## src/hdl/ccal_pkg.sv

```systemverilog
`timescale 1ns / 1ps
// ----------------------------------------------------------------------------
// ccal_pkg: shared types and constants
// Register indexes, configuration and item structures and calendar limits
// for the clock/calendar key controller.
// ----------------------------------------------------------------------------
package ccal_pkg;

	localparam int CfgIndexW = 2;
	localparam int CfgDataW  = 16;
	localparam int InDataW   = 64;
	localparam int OutDataW  = 24;

	typedef enum logic [CfgIndexW-1:0] {
		REG_KEYS_ACTIVE_LOW    = 2'd0,
		REG_SHORT_PRESS_MIN_MS = 2'd1,
		REG_SHORT_PRESS_MAX_MS = 2'd2,
		REG_NAV_LOCKOUT_MS     = 2'd3
	} cfg_reg_t;

	localparam logic        KEYS_ACTIVE_LOW_RST = 1'b1;
	localparam logic [15:0] SHORT_MIN_RST       = 16'd20;
	localparam logic [15:0] SHORT_MAX_RST       = 16'd900;
	localparam logic [15:0] NAV_LOCKOUT_RST     = 16'd280;

	localparam logic [11:0] YEAR_BASE      = 12'd2000;
	localparam logic [6:0]  YEAR_OFS_MAX   = 7'd99;
	localparam logic [6:0]  CENTURY        = 7'd100;
	localparam logic [3:0]  MONTH_FIRST    = 4'd1;
	localparam logic [3:0]  MONTH_LAST     = 4'd12;
	localparam logic [7:0]  SECOND_NONE    = 8'd255;

	typedef struct packed {
		logic        keys_active_low;
		logic [15:0] short_press_min_ms;
		logic [15:0] short_press_max_ms;
		logic [15:0] nav_lockout_ms;
	} cfg_t;

	typedef struct packed {
		logic [31:0] now_ms;
		logic        clock_read_ok;
		logic        mode_key_level;
		logic        back_key_level;
		logic        forward_key_level;
		logic [6:0]  clock_year;
		logic [3:0]  clock_month;
		logic [4:0]  clock_day;
		logic [5:0]  clock_second;
		logic        sync_done;
	} item_t;

	typedef struct packed {
		logic        in_month_view;
		logic [11:0] shown_year;
		logic [3:0]  shown_month;
		logic        repaint_month;
		logic        repaint_dial;
		logic        resync_hands;
		logic        advance_hands;
		logic        refresh_date_panel;
	} result_t;

endpackage

```

## src/hdl/ccal_cfg.sv

```systemverilog
`timescale 1ns / 1ps
// ----------------------------------------------------------------------------
// ccal_cfg: configuration registers
// Holds the key polarity and the press and lockout timing registers.
// ----------------------------------------------------------------------------
module ccal_cfg
	import ccal_pkg::*;
(
	input  logic                 clk,
	input  logic                 arst_n,
	input  logic                 cfg_we,
	input  logic [CfgIndexW-1:0] cfg_index,
	input  logic [CfgDataW-1:0]  cfg_wdata,
	output cfg_t                 cfg
);

	cfg_t cfg_q;

	always_ff @(posedge clk or negedge arst_n) begin
		if (!arst_n) begin
			cfg_q.keys_active_low    <= KEYS_ACTIVE_LOW_RST;
			cfg_q.short_press_min_ms <= SHORT_MIN_RST;
			cfg_q.short_press_max_ms <= SHORT_MAX_RST;
			cfg_q.nav_lockout_ms     <= NAV_LOCKOUT_RST;
		end else if (cfg_we) begin
			case (cfg_reg_t'(cfg_index))
				REG_KEYS_ACTIVE_LOW:    cfg_q.keys_active_low    <= cfg_wdata[0];
				REG_SHORT_PRESS_MIN_MS: cfg_q.short_press_min_ms <= cfg_wdata;
				REG_SHORT_PRESS_MAX_MS: cfg_q.short_press_max_ms <= cfg_wdata;
				REG_NAV_LOCKOUT_MS:     cfg_q.nav_lockout_ms     <= cfg_wdata;
				default: ;
			endcase
		end
	end

	assign cfg = cfg_q;

endmodule

```

## src/hdl/ccal_core.sv

```systemverilog
`timescale 1ns / 1ps
// ----------------------------------------------------------------------------
// ccal_core: controller state and tick logic
// Updates the mode, viewed month, key history, snapshot and drawn-second
// state for one poll tick and forms that tick's result.
// ----------------------------------------------------------------------------
module ccal_core
	import ccal_pkg::*;
(
	input  logic    clk,
	input  logic    arst_n,
	input  logic    step,
	input  cfg_t    cfg,
	input  item_t   item,
	output result_t res
);

	logic        mode_q, mode_n;
	logic [6:0]  year_ofs_q, year_ofs_n;
	logic [3:0]  disp_month_q, disp_month_n;
	logic        mode_was_q, back_was_q, fwd_was_q;
	logic [31:0] press_start_q, press_start_n;
	logic [31:0] last_step_q, last_step_n;
	logic        snap_valid_q, snap_valid_n;
	logic [6:0]  snap_year_q, snap_year_n;
	logic [3:0]  snap_month_q, snap_month_n;
	logic [4:0]  snap_day_q, snap_day_n;
	logic [7:0]  drawn_sec_q, drawn_sec_n;

	logic        mk, bk, fk;
	logic [31:0] hold_ms;
	logic [31:0] since_step;
	logic        toggle;
	logic        back_step, fwd_step;
	logic [6:0]  year_mod;
	logic [3:0]  month_clamp;
	logic [7:0]  sec_ext;
	logic        rep_month, rep_dial, resync, advance, panel;

	assign mk = item.mode_key_level ^ cfg.keys_active_low;
	assign bk = item.back_key_level ^ cfg.keys_active_low;
	assign fk = item.forward_key_level ^ cfg.keys_active_low;

	assign hold_ms    = item.now_ms - press_start_q;
	assign since_step = item.now_ms - last_step_q;
	assign sec_ext    = {2'b00, item.clock_second};
	assign year_mod   = (item.clock_year >= CENTURY) ? item.clock_year - CENTURY
	                                                 : item.clock_year;
	assign month_clamp = (item.clock_month < MONTH_FIRST) ? MONTH_FIRST :
	                     (item.clock_month > MONTH_LAST)  ? MONTH_LAST  : item.clock_month;

	assign toggle = !mk && mode_was_q &&
	                (hold_ms >= {16'd0, cfg.short_press_min_ms}) &&
	                (hold_ms <  {16'd0, cfg.short_press_max_ms});

	always_comb begin
		mode_n        = mode_q;
		year_ofs_n    = year_ofs_q;
		disp_month_n  = disp_month_q;
		press_start_n = press_start_q;
		last_step_n   = last_step_q;
		snap_valid_n  = snap_valid_q;
		snap_year_n   = snap_year_q;
		snap_month_n  = snap_month_q;
		snap_day_n    = snap_day_q;
		drawn_sec_n   = drawn_sec_q;
		rep_month     = 1'b0;
		rep_dial      = 1'b0;
		resync        = 1'b0;
		advance       = 1'b0;
		panel         = 1'b0;
		back_step     = 1'b0;
		fwd_step      = 1'b0;

		if (item.clock_read_ok) begin
			if (mk && !mode_was_q) begin
				press_start_n = item.now_ms;
			end
			if (toggle) begin
				if (!mode_q) begin
					mode_n       = 1'b1;
					year_ofs_n   = year_mod;
					disp_month_n = month_clamp;
					rep_month    = 1'b1;
					snap_valid_n = 1'b1;
					snap_year_n  = item.clock_year;
					snap_month_n = item.clock_month;
					snap_day_n   = item.clock_day;
				end else begin
					mode_n       = 1'b0;
					rep_dial     = 1'b1;
					resync       = 1'b1;
					drawn_sec_n  = sec_ext;
					snap_valid_n = 1'b0;
				end
			end

			if (mode_n) begin
				// A back step restarts the lockout and wins over a forward
				// step in the same tick, which is then refused.
				back_step = bk && !back_was_q && (since_step > {16'd0, cfg.nav_lockout_ms});
				fwd_step  = fk && !fwd_was_q && !back_step &&
				            (since_step > {16'd0, cfg.nav_lockout_ms});
				if (back_step) begin
					rep_month   = 1'b1;
					last_step_n = item.now_ms;
					if (disp_month_n <= MONTH_FIRST) begin
						if (year_ofs_n == 7'd0) begin
							disp_month_n = MONTH_FIRST;
						end else begin
							disp_month_n = MONTH_LAST;
							year_ofs_n   = year_ofs_n - 7'd1;
						end
					end else begin
						disp_month_n = disp_month_n - 4'd1;
					end
				end
				if (fwd_step) begin
					rep_month   = 1'b1;
					last_step_n = item.now_ms;
					if (disp_month_n >= MONTH_LAST) begin
						if (year_ofs_n >= YEAR_OFS_MAX) begin
							disp_month_n = MONTH_LAST;
							year_ofs_n   = YEAR_OFS_MAX;
						end else begin
							disp_month_n = MONTH_FIRST;
							year_ofs_n   = year_ofs_n + 7'd1;
						end
					end else begin
						disp_month_n = disp_month_n + 4'd1;
					end
				end
				if (snap_valid_n && (item.clock_year != snap_year_n ||
				    item.clock_month != snap_month_n || item.clock_day != snap_day_n)) begin
					snap_year_n  = item.clock_year;
					snap_month_n = item.clock_month;
					snap_day_n   = item.clock_day;
					rep_month    = 1'b1;
				end
			end else begin
				panel = 1'b1;
			end

			if (item.sync_done) begin
				if (!mode_n) begin
					resync      = 1'b1;
					drawn_sec_n = sec_ext;
				end else begin
					rep_month    = 1'b1;
					snap_year_n  = item.clock_year;
					snap_month_n = item.clock_month;
					snap_day_n   = item.clock_day;
					snap_valid_n = 1'b1;
				end
			end else if (!mode_n && sec_ext != drawn_sec_n) begin
				advance     = 1'b1;
				drawn_sec_n = sec_ext;
			end
		end
	end

	always_ff @(posedge clk or negedge arst_n) begin
		if (!arst_n) begin
			mode_q        <= 1'b0;
			year_ofs_q    <= 7'd0;
			disp_month_q  <= MONTH_FIRST;
			mode_was_q    <= 1'b0;
			back_was_q    <= 1'b0;
			fwd_was_q     <= 1'b0;
			press_start_q <= 32'd0;
			last_step_q   <= 32'd0;
			snap_valid_q  <= 1'b0;
			snap_year_q   <= 7'd0;
			snap_month_q  <= 4'd0;
			snap_day_q    <= 5'd0;
			drawn_sec_q   <= SECOND_NONE;
		end else if (step && item.clock_read_ok) begin
			mode_q        <= mode_n;
			year_ofs_q    <= year_ofs_n;
			disp_month_q  <= disp_month_n;
			mode_was_q    <= mk;
			back_was_q    <= bk;
			fwd_was_q     <= fk;
			press_start_q <= press_start_n;
			last_step_q   <= last_step_n;
			snap_valid_q  <= snap_valid_n;
			snap_year_q   <= snap_year_n;
			snap_month_q  <= snap_month_n;
			snap_day_q    <= snap_day_n;
			drawn_sec_q   <= drawn_sec_n;
		end
	end

	always_comb begin
		res.in_month_view      = mode_n;
		res.shown_year         = YEAR_BASE + {5'd0, year_ofs_n};
		res.shown_month        = disp_month_n;
		res.repaint_month      = rep_month;
		res.repaint_dial       = rep_dial;
		res.resync_hands       = resync;
		res.advance_hands      = advance;
		res.refresh_date_panel = panel;
	end

	a_month_range: assert property (@(posedge clk) disable iff (!arst_n)
		disp_month_q >= MONTH_FIRST && disp_month_q <= MONTH_LAST)
		else $error("viewed month left 1..12");

	a_year_range: assert property (@(posedge clk) disable iff (!arst_n)
		year_ofs_q <= YEAR_OFS_MAX)
		else $error("viewed year left 2000..2099");

	a_bad_read_quiet: assert property (@(posedge clk) disable iff (!arst_n)
		step && !item.clock_read_ok |=> $stable(mode_q) && $stable(disp_month_q) &&
		$stable(year_ofs_q) && $stable(drawn_sec_q))
		else $error("invalid clock read changed state");

	a_dial_only_clock: assert property (@(posedge clk) disable iff (!arst_n)
		step && (res.repaint_dial || res.advance_hands || res.refresh_date_panel)
		|-> !res.in_month_view)
		else $error("clock face request raised in month view");

	a_one_step: assert property (@(posedge clk) disable iff (!arst_n)
		!(back_step && fwd_step))
		else $error("two month steps in one tick");

endmodule

```

## src/hdl/clock_calendar_key_controller.sv

```systemverilog
`timescale 1ns / 1ps
// ----------------------------------------------------------------------------
// clock_calendar_key_controller: mode and month-view key handling
// Each request on the s_ side is one poll tick of a clock display; each
// request on the m_ side is the mode, viewed month and redraw flags for it.
//
// Usage:
//   s_tdata carries one tick, m_tdata returns one result per tick, in order.
//   cfg_we/cfg_index/cfg_wdata write the key polarity and timing registers;
//   write them only while no tick is in flight.
//   Path: an accepted tick is captured in the input register, is evaluated
//   against the controller state and its result is registered in the output
//   register that drives m_tvalid.
//   Throughput: one tick per cycle while m_tready is high; the state update
//   for a tick is a single compare-and-update pass, so back-to-back ticks
//   see each other's state. When m_tready is low the finished result holds
//   in the output register and one more tick is still taken into the input
//   register; s_tready then drops until the result is taken.
//   Reset: clock view, 2000-01 viewed, no key held, no date snapshot, no
//   second drawn, and registers at their default timing.
// ----------------------------------------------------------------------------
module clock_calendar_key_controller
	import ccal_pkg::*;
(
	input  logic                 clk,
	input  logic                 arst_n,
	// now_ms[31:0], clock_read_ok[32], mode_key_level[33], back_key_level[34],
	// forward_key_level[35], clock_year[42:36], clock_month[46:43],
	// clock_day[51:47], clock_second[57:52], sync_done[58], zero fill
	input  logic [InDataW-1:0]   s_tdata,
	input  logic                 s_tvalid,
	output logic                 s_tready,
	// in_month_view[0], shown_year[12:1], shown_month[16:13],
	// repaint_month[17], repaint_dial[18], resync_hands[19],
	// advance_hands[20], refresh_date_panel[21], zero fill
	output logic [OutDataW-1:0]  m_tdata,
	output logic                 m_tvalid,
	input  logic                 m_tready,
	input  logic                 cfg_we,
	input  logic [CfgIndexW-1:0] cfg_index,
	input  logic [CfgDataW-1:0]  cfg_wdata
);

	cfg_t    cfg;
	item_t   item_s1;
	logic    valid_s1;
	result_t res;
	result_t res_q;
	logic    out_valid_q;
	logic    proc;

	ccal_cfg u_cfg (
		.clk      (clk),
		.arst_n   (arst_n),
		.cfg_we   (cfg_we),
		.cfg_index(cfg_index),
		.cfg_wdata(cfg_wdata),
		.cfg      (cfg)
	);

	assign proc     = valid_s1 && (!out_valid_q || m_tready);
	assign s_tready = !valid_s1 || proc;

	always_ff @(posedge clk or negedge arst_n) begin
		if (!arst_n) begin
			valid_s1 <= 1'b0;
		end else if (s_tvalid && s_tready) begin
			valid_s1 <= 1'b1;
		end else if (proc) begin
			valid_s1 <= 1'b0;
		end
	end

	always_ff @(posedge clk) begin
		if (s_tvalid && s_tready) begin
			item_s1.now_ms            <= s_tdata[31:0];
			item_s1.clock_read_ok     <= s_tdata[32];
			item_s1.mode_key_level    <= s_tdata[33];
			item_s1.back_key_level    <= s_tdata[34];
			item_s1.forward_key_level <= s_tdata[35];
			item_s1.clock_year        <= s_tdata[42:36];
			item_s1.clock_month       <= s_tdata[46:43];
			item_s1.clock_day         <= s_tdata[51:47];
			item_s1.clock_second      <= s_tdata[57:52];
			item_s1.sync_done         <= s_tdata[58];
		end
	end

	ccal_core u_core (
		.clk   (clk),
		.arst_n(arst_n),
		.step  (proc),
		.cfg   (cfg),
		.item  (item_s1),
		.res   (res)
	);

	always_ff @(posedge clk or negedge arst_n) begin
		if (!arst_n) begin
			out_valid_q <= 1'b0;
		end else if (proc) begin
			out_valid_q <= 1'b1;
		end else if (m_tready) begin
			out_valid_q <= 1'b0;
		end
	end

	always_ff @(posedge clk) begin
		if (proc) begin
			res_q <= res;
		end
	end

	assign m_tvalid = out_valid_q;
	assign m_tdata  = {2'b00,
	                   res_q.refresh_date_panel,
	                   res_q.advance_hands,
	                   res_q.resync_hands,
	                   res_q.repaint_dial,
	                   res_q.repaint_month,
	                   res_q.shown_month,
	                   res_q.shown_year,
	                   res_q.in_month_view};

endmodule

```

## config.mk

```make
export PLATFORM = sky130hd
export DESIGN_NAME = clock_calendar_key_controller
export DESIGN_NICKNAME = d
export VERILOG_FILES = /design/src/hdl/ccal_pkg.sv /design/src/hdl/ccal_cfg.sv /design/src/hdl/ccal_core.sv /design/src/hdl/clock_calendar_key_controller.sv
export SDC_FILE = /design/constraint.sdc
export NUM_CORES = 1
export LEC_CHECK = 0
export BUFFER_PORTS_ARGS = -buffer_cell sky130_fd_sc_hd__buf_4
export CORE_UTILIZATION = 43
export CTS_BUF_LIST = sky130_fd_sc_hd__clkbuf_16
export DETAILED_ROUTE_END_ITERATION = 10
export GPL_ROUTABILITY_DRIVEN = 0
export PLACE_DENSITY = 0.58
export SYNTH_ARGS = -nofsm -noshare
export SYNTH_HDL_FRONTEND = slang
export SYNTH_HIERARCHICAL = 1
export SYNTH_SLANG_ARGS = --single-unit
```

## constraint.sdc

```tcl
create_clock -name clk -period 8.4 [get_ports clk]
set_input_delay 0 -clock clk [delete_from_list [all_inputs] [get_ports clk]]
set_output_delay 0 -clock clk [all_outputs]
set_load 0.1 [all_outputs]
```

After elaboration in Yosys (flattened, before gate mapping)
Cells that the tools add are included.
Widths: inputs -> output; s select.
{"block": "word_totals", "register_bits": 236, "input_bits": 87, "out_inout_bits": 26, "wordCells": 187}
{"block": "classes", "add_sub_neg": 8, "order_cmp": 9, "n_eq_ne": 7, "n_mux": 83, "n_bitwise": 4, "n_reduce_logical": 39}
{"cell": "$mux 7", "n": 21}
{"cell": "$mux 4", "n": 22}
{"cell": "$mux 32", "n": 2}
{"cell": "$sub 32x32->32", "n": 2}
{"cell": "$mux 8", "n": 6}
{"cell": "$mux 5", "n": 7}
{"cell": "$ge 32x16->1", "n": 1}
{"cell": "$gt 32x16->1", "n": 1}
{"cell": "$lt 32x16->1", "n": 1}
{"cell": "$mux 1", "n": 25}
{"cell": "$ge 7x7->1 const B", "n": 2}
{"cell": "$logic_and 1x1->1", "n": 14}
{"cell": "$add 11x7->12 const A", "n": 1}
{"cell": "$reduce_and 2->1", "n": 5}
{"cell": "$logic_not 1->1", "n": 8}
{"cell": "$ne 6x8->1", "n": 1}
{"cell": "$add 7x1->7 const B", "n": 1}
{"cell": "$logic_not 7->1", "n": 1}
{"cell": "$ne 7x7->1", "n": 1}
{"cell": "$sub 7x1->7 const B", "n": 1}
{"cell": "$sub 7x7->7 const B", "n": 1}
{"cell": "$reduce_bool 2->1", "n": 3}
{"cell": "$ne 5x5->1", "n": 1}
{"cell": "$add 4x1->4 const B", "n": 1}
{"cell": "15 further kinds", "n": 21}

Logic depth before layout (Yosys ltp)
{"block": "depth", "ltp_word": 20, "ltp_mapped": 39, "ltp_nobuf": 36}

Hierarchy
The synthesis kept the hierarchy.
{"module": "ccal_core", "n_inst": 1, "cells_per_inst": 1451, "area_each_um2": 11215.8, "seq_area_each_um2": 2613.8}
{"module": "clock_calendar_key_controller", "n_inst": 1, "cells_per_inst": 92, "area_each_um2": 2555.0, "seq_area_each_um2": 2482.4}
{"module": "ccal_cfg", "n_inst": 1, "cells_per_inst": 105, "area_each_um2": 2001.9, "seq_area_each_um2": 1238.7}

Worst setup path before layout
OpenSTA, ideal clock, no wires.
{"block": "synth_timing", "path_kind": "register -> register", "startpoint": "register item_s1[27] (netlist bit)", "endpoint": "register res_q (netlist bit m_tdata[7]) (data pin)", "setup_time_ns": 0.249, "arrival_time_ns": 7.961, "required_time_ns": 8.151, "path_slack_ns": 0.190, "path_stages_with_launch": 37, "n_path_buf": 3, "synth_period_minus_slack_ns": 8.210, "path_cell_list": "edfxtp_1 > inv_1 > ha_1 > fa_1 > nor2b_1 > o2111ai_1 > a2111oi_1 > a211oi_2 > xnor2_1 > ha_1 > o2111a_1 > a211oi_1 > a211oi_1 > o211ai_1 > a2111oi_2 > o2111ai_1 > a2111o_1 > nor4_4 > buf_6 > buf_2 > mux2i_1 > ha_1 > o21ai_0 > mux2i_1 > and3_1 > buf_4 > mux2i_1 > ha_1 > and3b_1 > a311o_2 > o21a_1 > a221oi_4 > inv_1 > ha_1 > inv_1 > ha_1 > inv_1"}
{"item": "from (decl)", "line_no": "clock_calendar_key_controller.sv:45", "source": "item_t item_s1;"}
{"item": "to (signal assigned)", "line_no": "clock_calendar_key_controller.sv:110", "source": "res_q <= res;"}
{"item": "to (decl)", "line_no": "clock_calendar_key_controller.sv:48", "source": "result_t res_q;"}

==> flow_summary.json <==
{
  "outcome": "complete, but fails checks",
  "violations": "design-rule violations",
  "pwr-share-clk": 0.243,
  "r2r_start": "item_s1[28]$_DFFE_PP_",
  "finClkSkew_ns": 0.0183,
  "netlist.area_leader.share": 0.216,
  "cts_tree": "yes",
  "synth_area_leaders": "dfrtp_1, edfxtp_1, ha_1, o21ai_0, nand2_1",
  "fin_nets": 2032,
  "htreeDepth": 1,
  "setup_violations": 0,
  "slowest_delay_ns": 0.48,
  "ys_async_sr_fraction": 0.657,
  "power.density_mw_per_mm2": 256,
  "die-area_mm2": 0.0375,
  "drtAntennaViolNets": 0,
  "synth_xor_area_frac": 0.0361,
  "synth-seq-cells": 236,
  "ys_seq_area_frac": 0.402,
  "drive_above_1_share": 0.171,
  "hold_violations": 0,
  "synth_top_family_by_area": "compound AO/OA/AOI/OAI gates",
  "finalPower_uw": 4830,
  "synth-edff-count": 81,
  "required_ns": 8.83,
  "yosys-top-cells-count": "nand2_1, inv_1, dfrtp_1, o21ai_0, ha_1",
  "sw_frac_of_total": 0.398,
  "design.core.area_mm2": 0.0358,
  "wirelength_um": 41200,
  "clkTransAtPathRegs_ns": 0.06,
  "cp_max_fo": 13,
  "fmax_mhz": 125,
  "synth-compound-area-share": 0.186,
  "via_count": 12860,
  "synth_area_leader_cell": "dfrtp_1",
  "syn2layout_area_growth_pct": 19.6,
  "synth.most_common_cell": "nand2_1",
  "seq_power_share": 0.303,
  "clock_latency_ns": 0.57,
  "synth-simple-area-share": 0.145,
  "drc": 7,
  "finalCritPeriodShare": 0.951,
  "crit_type": "reg -> reg",
  "r2r_end": "m_tdata[7]$_DFFE_PP_",
  "synth_cell_types": 91,
  "drt_iter0_drc": 921,
  "root_buffer": "clkbuf_16",
  "first_pass_iters": 8,
  "multi_input_area_mm2": 0.00863,
  "min_period_ns": 7.99,
  "synthMuxAreaShare": 0.0750,
  "worstMarginPinSlew_ns": 1.24,
  "io_buffers": 105,
  "clock_path_buffers": 3,
  "grt_usage": 0.215,
  "dp_hpwl_um": 30400,
  "cts_buffers": 29,
  "synthCells": 1648,
  "seqCellArea_mm2": 0.00633,
  "die_h_um": 194,
  "via_per_inst": 5.58,
  "ioPinCount": 113,
  "crit_top_cell": "ha_1",
  "hold_class": "in -> reg",
  "grt_pass1_vias": 12444,
  "grt_first_pass_wirelength_um": 65200,
  "yosysWarnings": 6,
  "wl_per_cell_um": 17.9,
  "start_util": 0.440,
  "place_inst": 2162,
  "rows": 69,
  "crit_slowest_cell": "edfxtp_1",
  "clkSinkCount": 236,
  "p_comb_frac": 0.454,
  "crit_path_start_kind": "flip-flop",
  "syn_area_mm2": 0.0158,
  "ys.flop_type": "dfrtp_1",
  "startpoint": "item_s1[28]$_DFFE_PP_",
  "r2r_slack_ns": 0.41,
  "drv_cap": 0,
  "fill_cells": 3278,
  "relSlewSlack": 0.149,
  "ir_worst_vdd_v": 0.000173,
  "antenna_found_initial": 0,
  "end_kind": "flip-flop",
  "synth_fa_ha_area_frac": 0.0977,
  "slew_violations": 0,
  "crit_end": "m_tdata[7]$_DFFE_PP_",
  "instances_no_fill": 2306,
  "p_int_uw": 2910,
  "leakage_uw": 0.00832,
  "worst_ep_arrival_time_ns": 8.42,
  "num_antenna_cells": 0,
  "switchingPower_uw": 1920,
  "dieWidth_um": 194,
  "syn_avg_cell_area_um2": 9.57,
  "grt_overflow": 0,
  "r2r_cells": 33,
  "grt_max_degree": 63
}
[placed cells by master, fill, tap and decap left out, types with 35 or more instances in the layout]
master         instances
nand3_1               35
nor2_1                74
inv_1                154
dfrtp_1              136
a21oi_1              112
edfxtp_1              81
ha_1                 117
o21ai_0              130
mux2_2                44
xor2_1                37
dlygate4sd3_1         83
buf_4                130
nand2_1              172
[area by class of cell]
class                           instances  share of cell area
Inverter                              143              0.0285
Multi-Input combinational cell       1195               0.457
Timing Repair Buffer                  218               0.101
Sequential cell                       236               0.336
Clock inverter                         24             0.00869
Clock buffer                           29              0.0385
Tap cell                              461              0.0306
[metal layers]
layer,global-route usage,routed length (um),vias up,share of wire
li1,-,-,6306,-
met1,0.307,19900,6139,0.48
met2,0.341,18300,341,0.44
met3,0.0331,2020,74,0.049
met4,0.0548,991,0,0.024
met5,0,0,-,0
[worst max-delay path: cells and delay by family, from the launching register on]
family | cells | cell delay, ns
xor gates and xnor gates | 1 | 0.32
DFF | 1 | 0.48
muxes | 2 | 0.68
and+or+nand+nor | 7 | 1.62
adders and majority gates | 5 | 1.20
AOI/OAI and AO/OA | 13 | 2.99
buffers and inverters | 5 | 0.53
[kinds of logic (layout without fill, tap and decap cells)]
family | count (synthesis) | count (layout)
simple gates | 457 | 457
fa+ha+maj | 122 | 122
buf+inv | 218 | 414
flops | 236 | 236
mux | 97 | 97
xor+xnor | 65 | 65
other cells | 1 | 2
compound gates | 452 | 452
[registers in the layout, indices dropped and copies added (netlist names), 4 cells and up]
register              flops
u_core/year_ofs_q         7
u_core/drawn_sec_q        8
u_core/press_start_q     32
u_cfg/cfg                49
u_core/disp_month_q       4
u_core/snap_month_q       4
item_s1                  59
u_core/last_step_q       32
u_core/snap_day_q         5
m_tdata                  22
u_core/snap_year_q        7
[per-stage QoR]
stage | util | setup TNS [ns] | cell area, um^2 | worst slack [ns] | hold WS, ns
5_1_grt | 0.527 | -0.0900 | 18900 | -0.0900 | 0.128
6_report | 0.527 | 0 | 18900 | 0.412 | 0.148
3_3_place_gp | 0.473 | 0 | 17000 | 0.210 | -0.0689
2_1_floorplan | - | 0 | 15800 | 0.190 | -0.296
4_1_cts | 0.522 | 0 | 18700 | 0.121 | 0.113
3_5_place_dp | 0.473 | 0 | 17000 | 0.0503 | -0.0632
[power by group through the flow]
stage	combinational [uW]	clock (uW)	sequential (uW)
finish	2190	1170	1460
CTS	2140	1210	1460
detailed placement	2090	0	1480
global route	2430	1250	1480
floorplan	1520	0	1500
global placement	2060	0	1480
[worst min path at each step]
stage                      startpoint                                  to  slack (ns)  depth (start not counted)
final                     s_tdata[16]               item_s1[43]$_DFFE_PP_        0.15                          2
after CTS                  s_tdata[2]               item_s1[29]$_DFFE_PP_        0.11                          2
after global placement         arst_n   u_core/last_step_q[5]$_DFFE_PN0P_       -0.07                          1
after global routing      s_tdata[25]               item_s1[52]$_DFFE_PP_        0.13                          2
after detailed placement       arst_n  u_core/last_step_q[10]$_DFFE_PN0P_       -0.06                          1
after floorplan                arst_n                m_tvalid$_DFFE_PN0P_       -0.30                          0
[repair_timing]
item / 4_1_cts / 5_1_grt
endpoints found under the setup margin: 1 / 12
pin swaps: 0 / 4
buffers inserted: 0 / 6
endpoints found under the hold margin: 195 / 0
gates cloned: 0 / 1
hold buffers: 84 / 0
gates resized for setup: 1 / 21
Power figures use the tool's default switching activity.
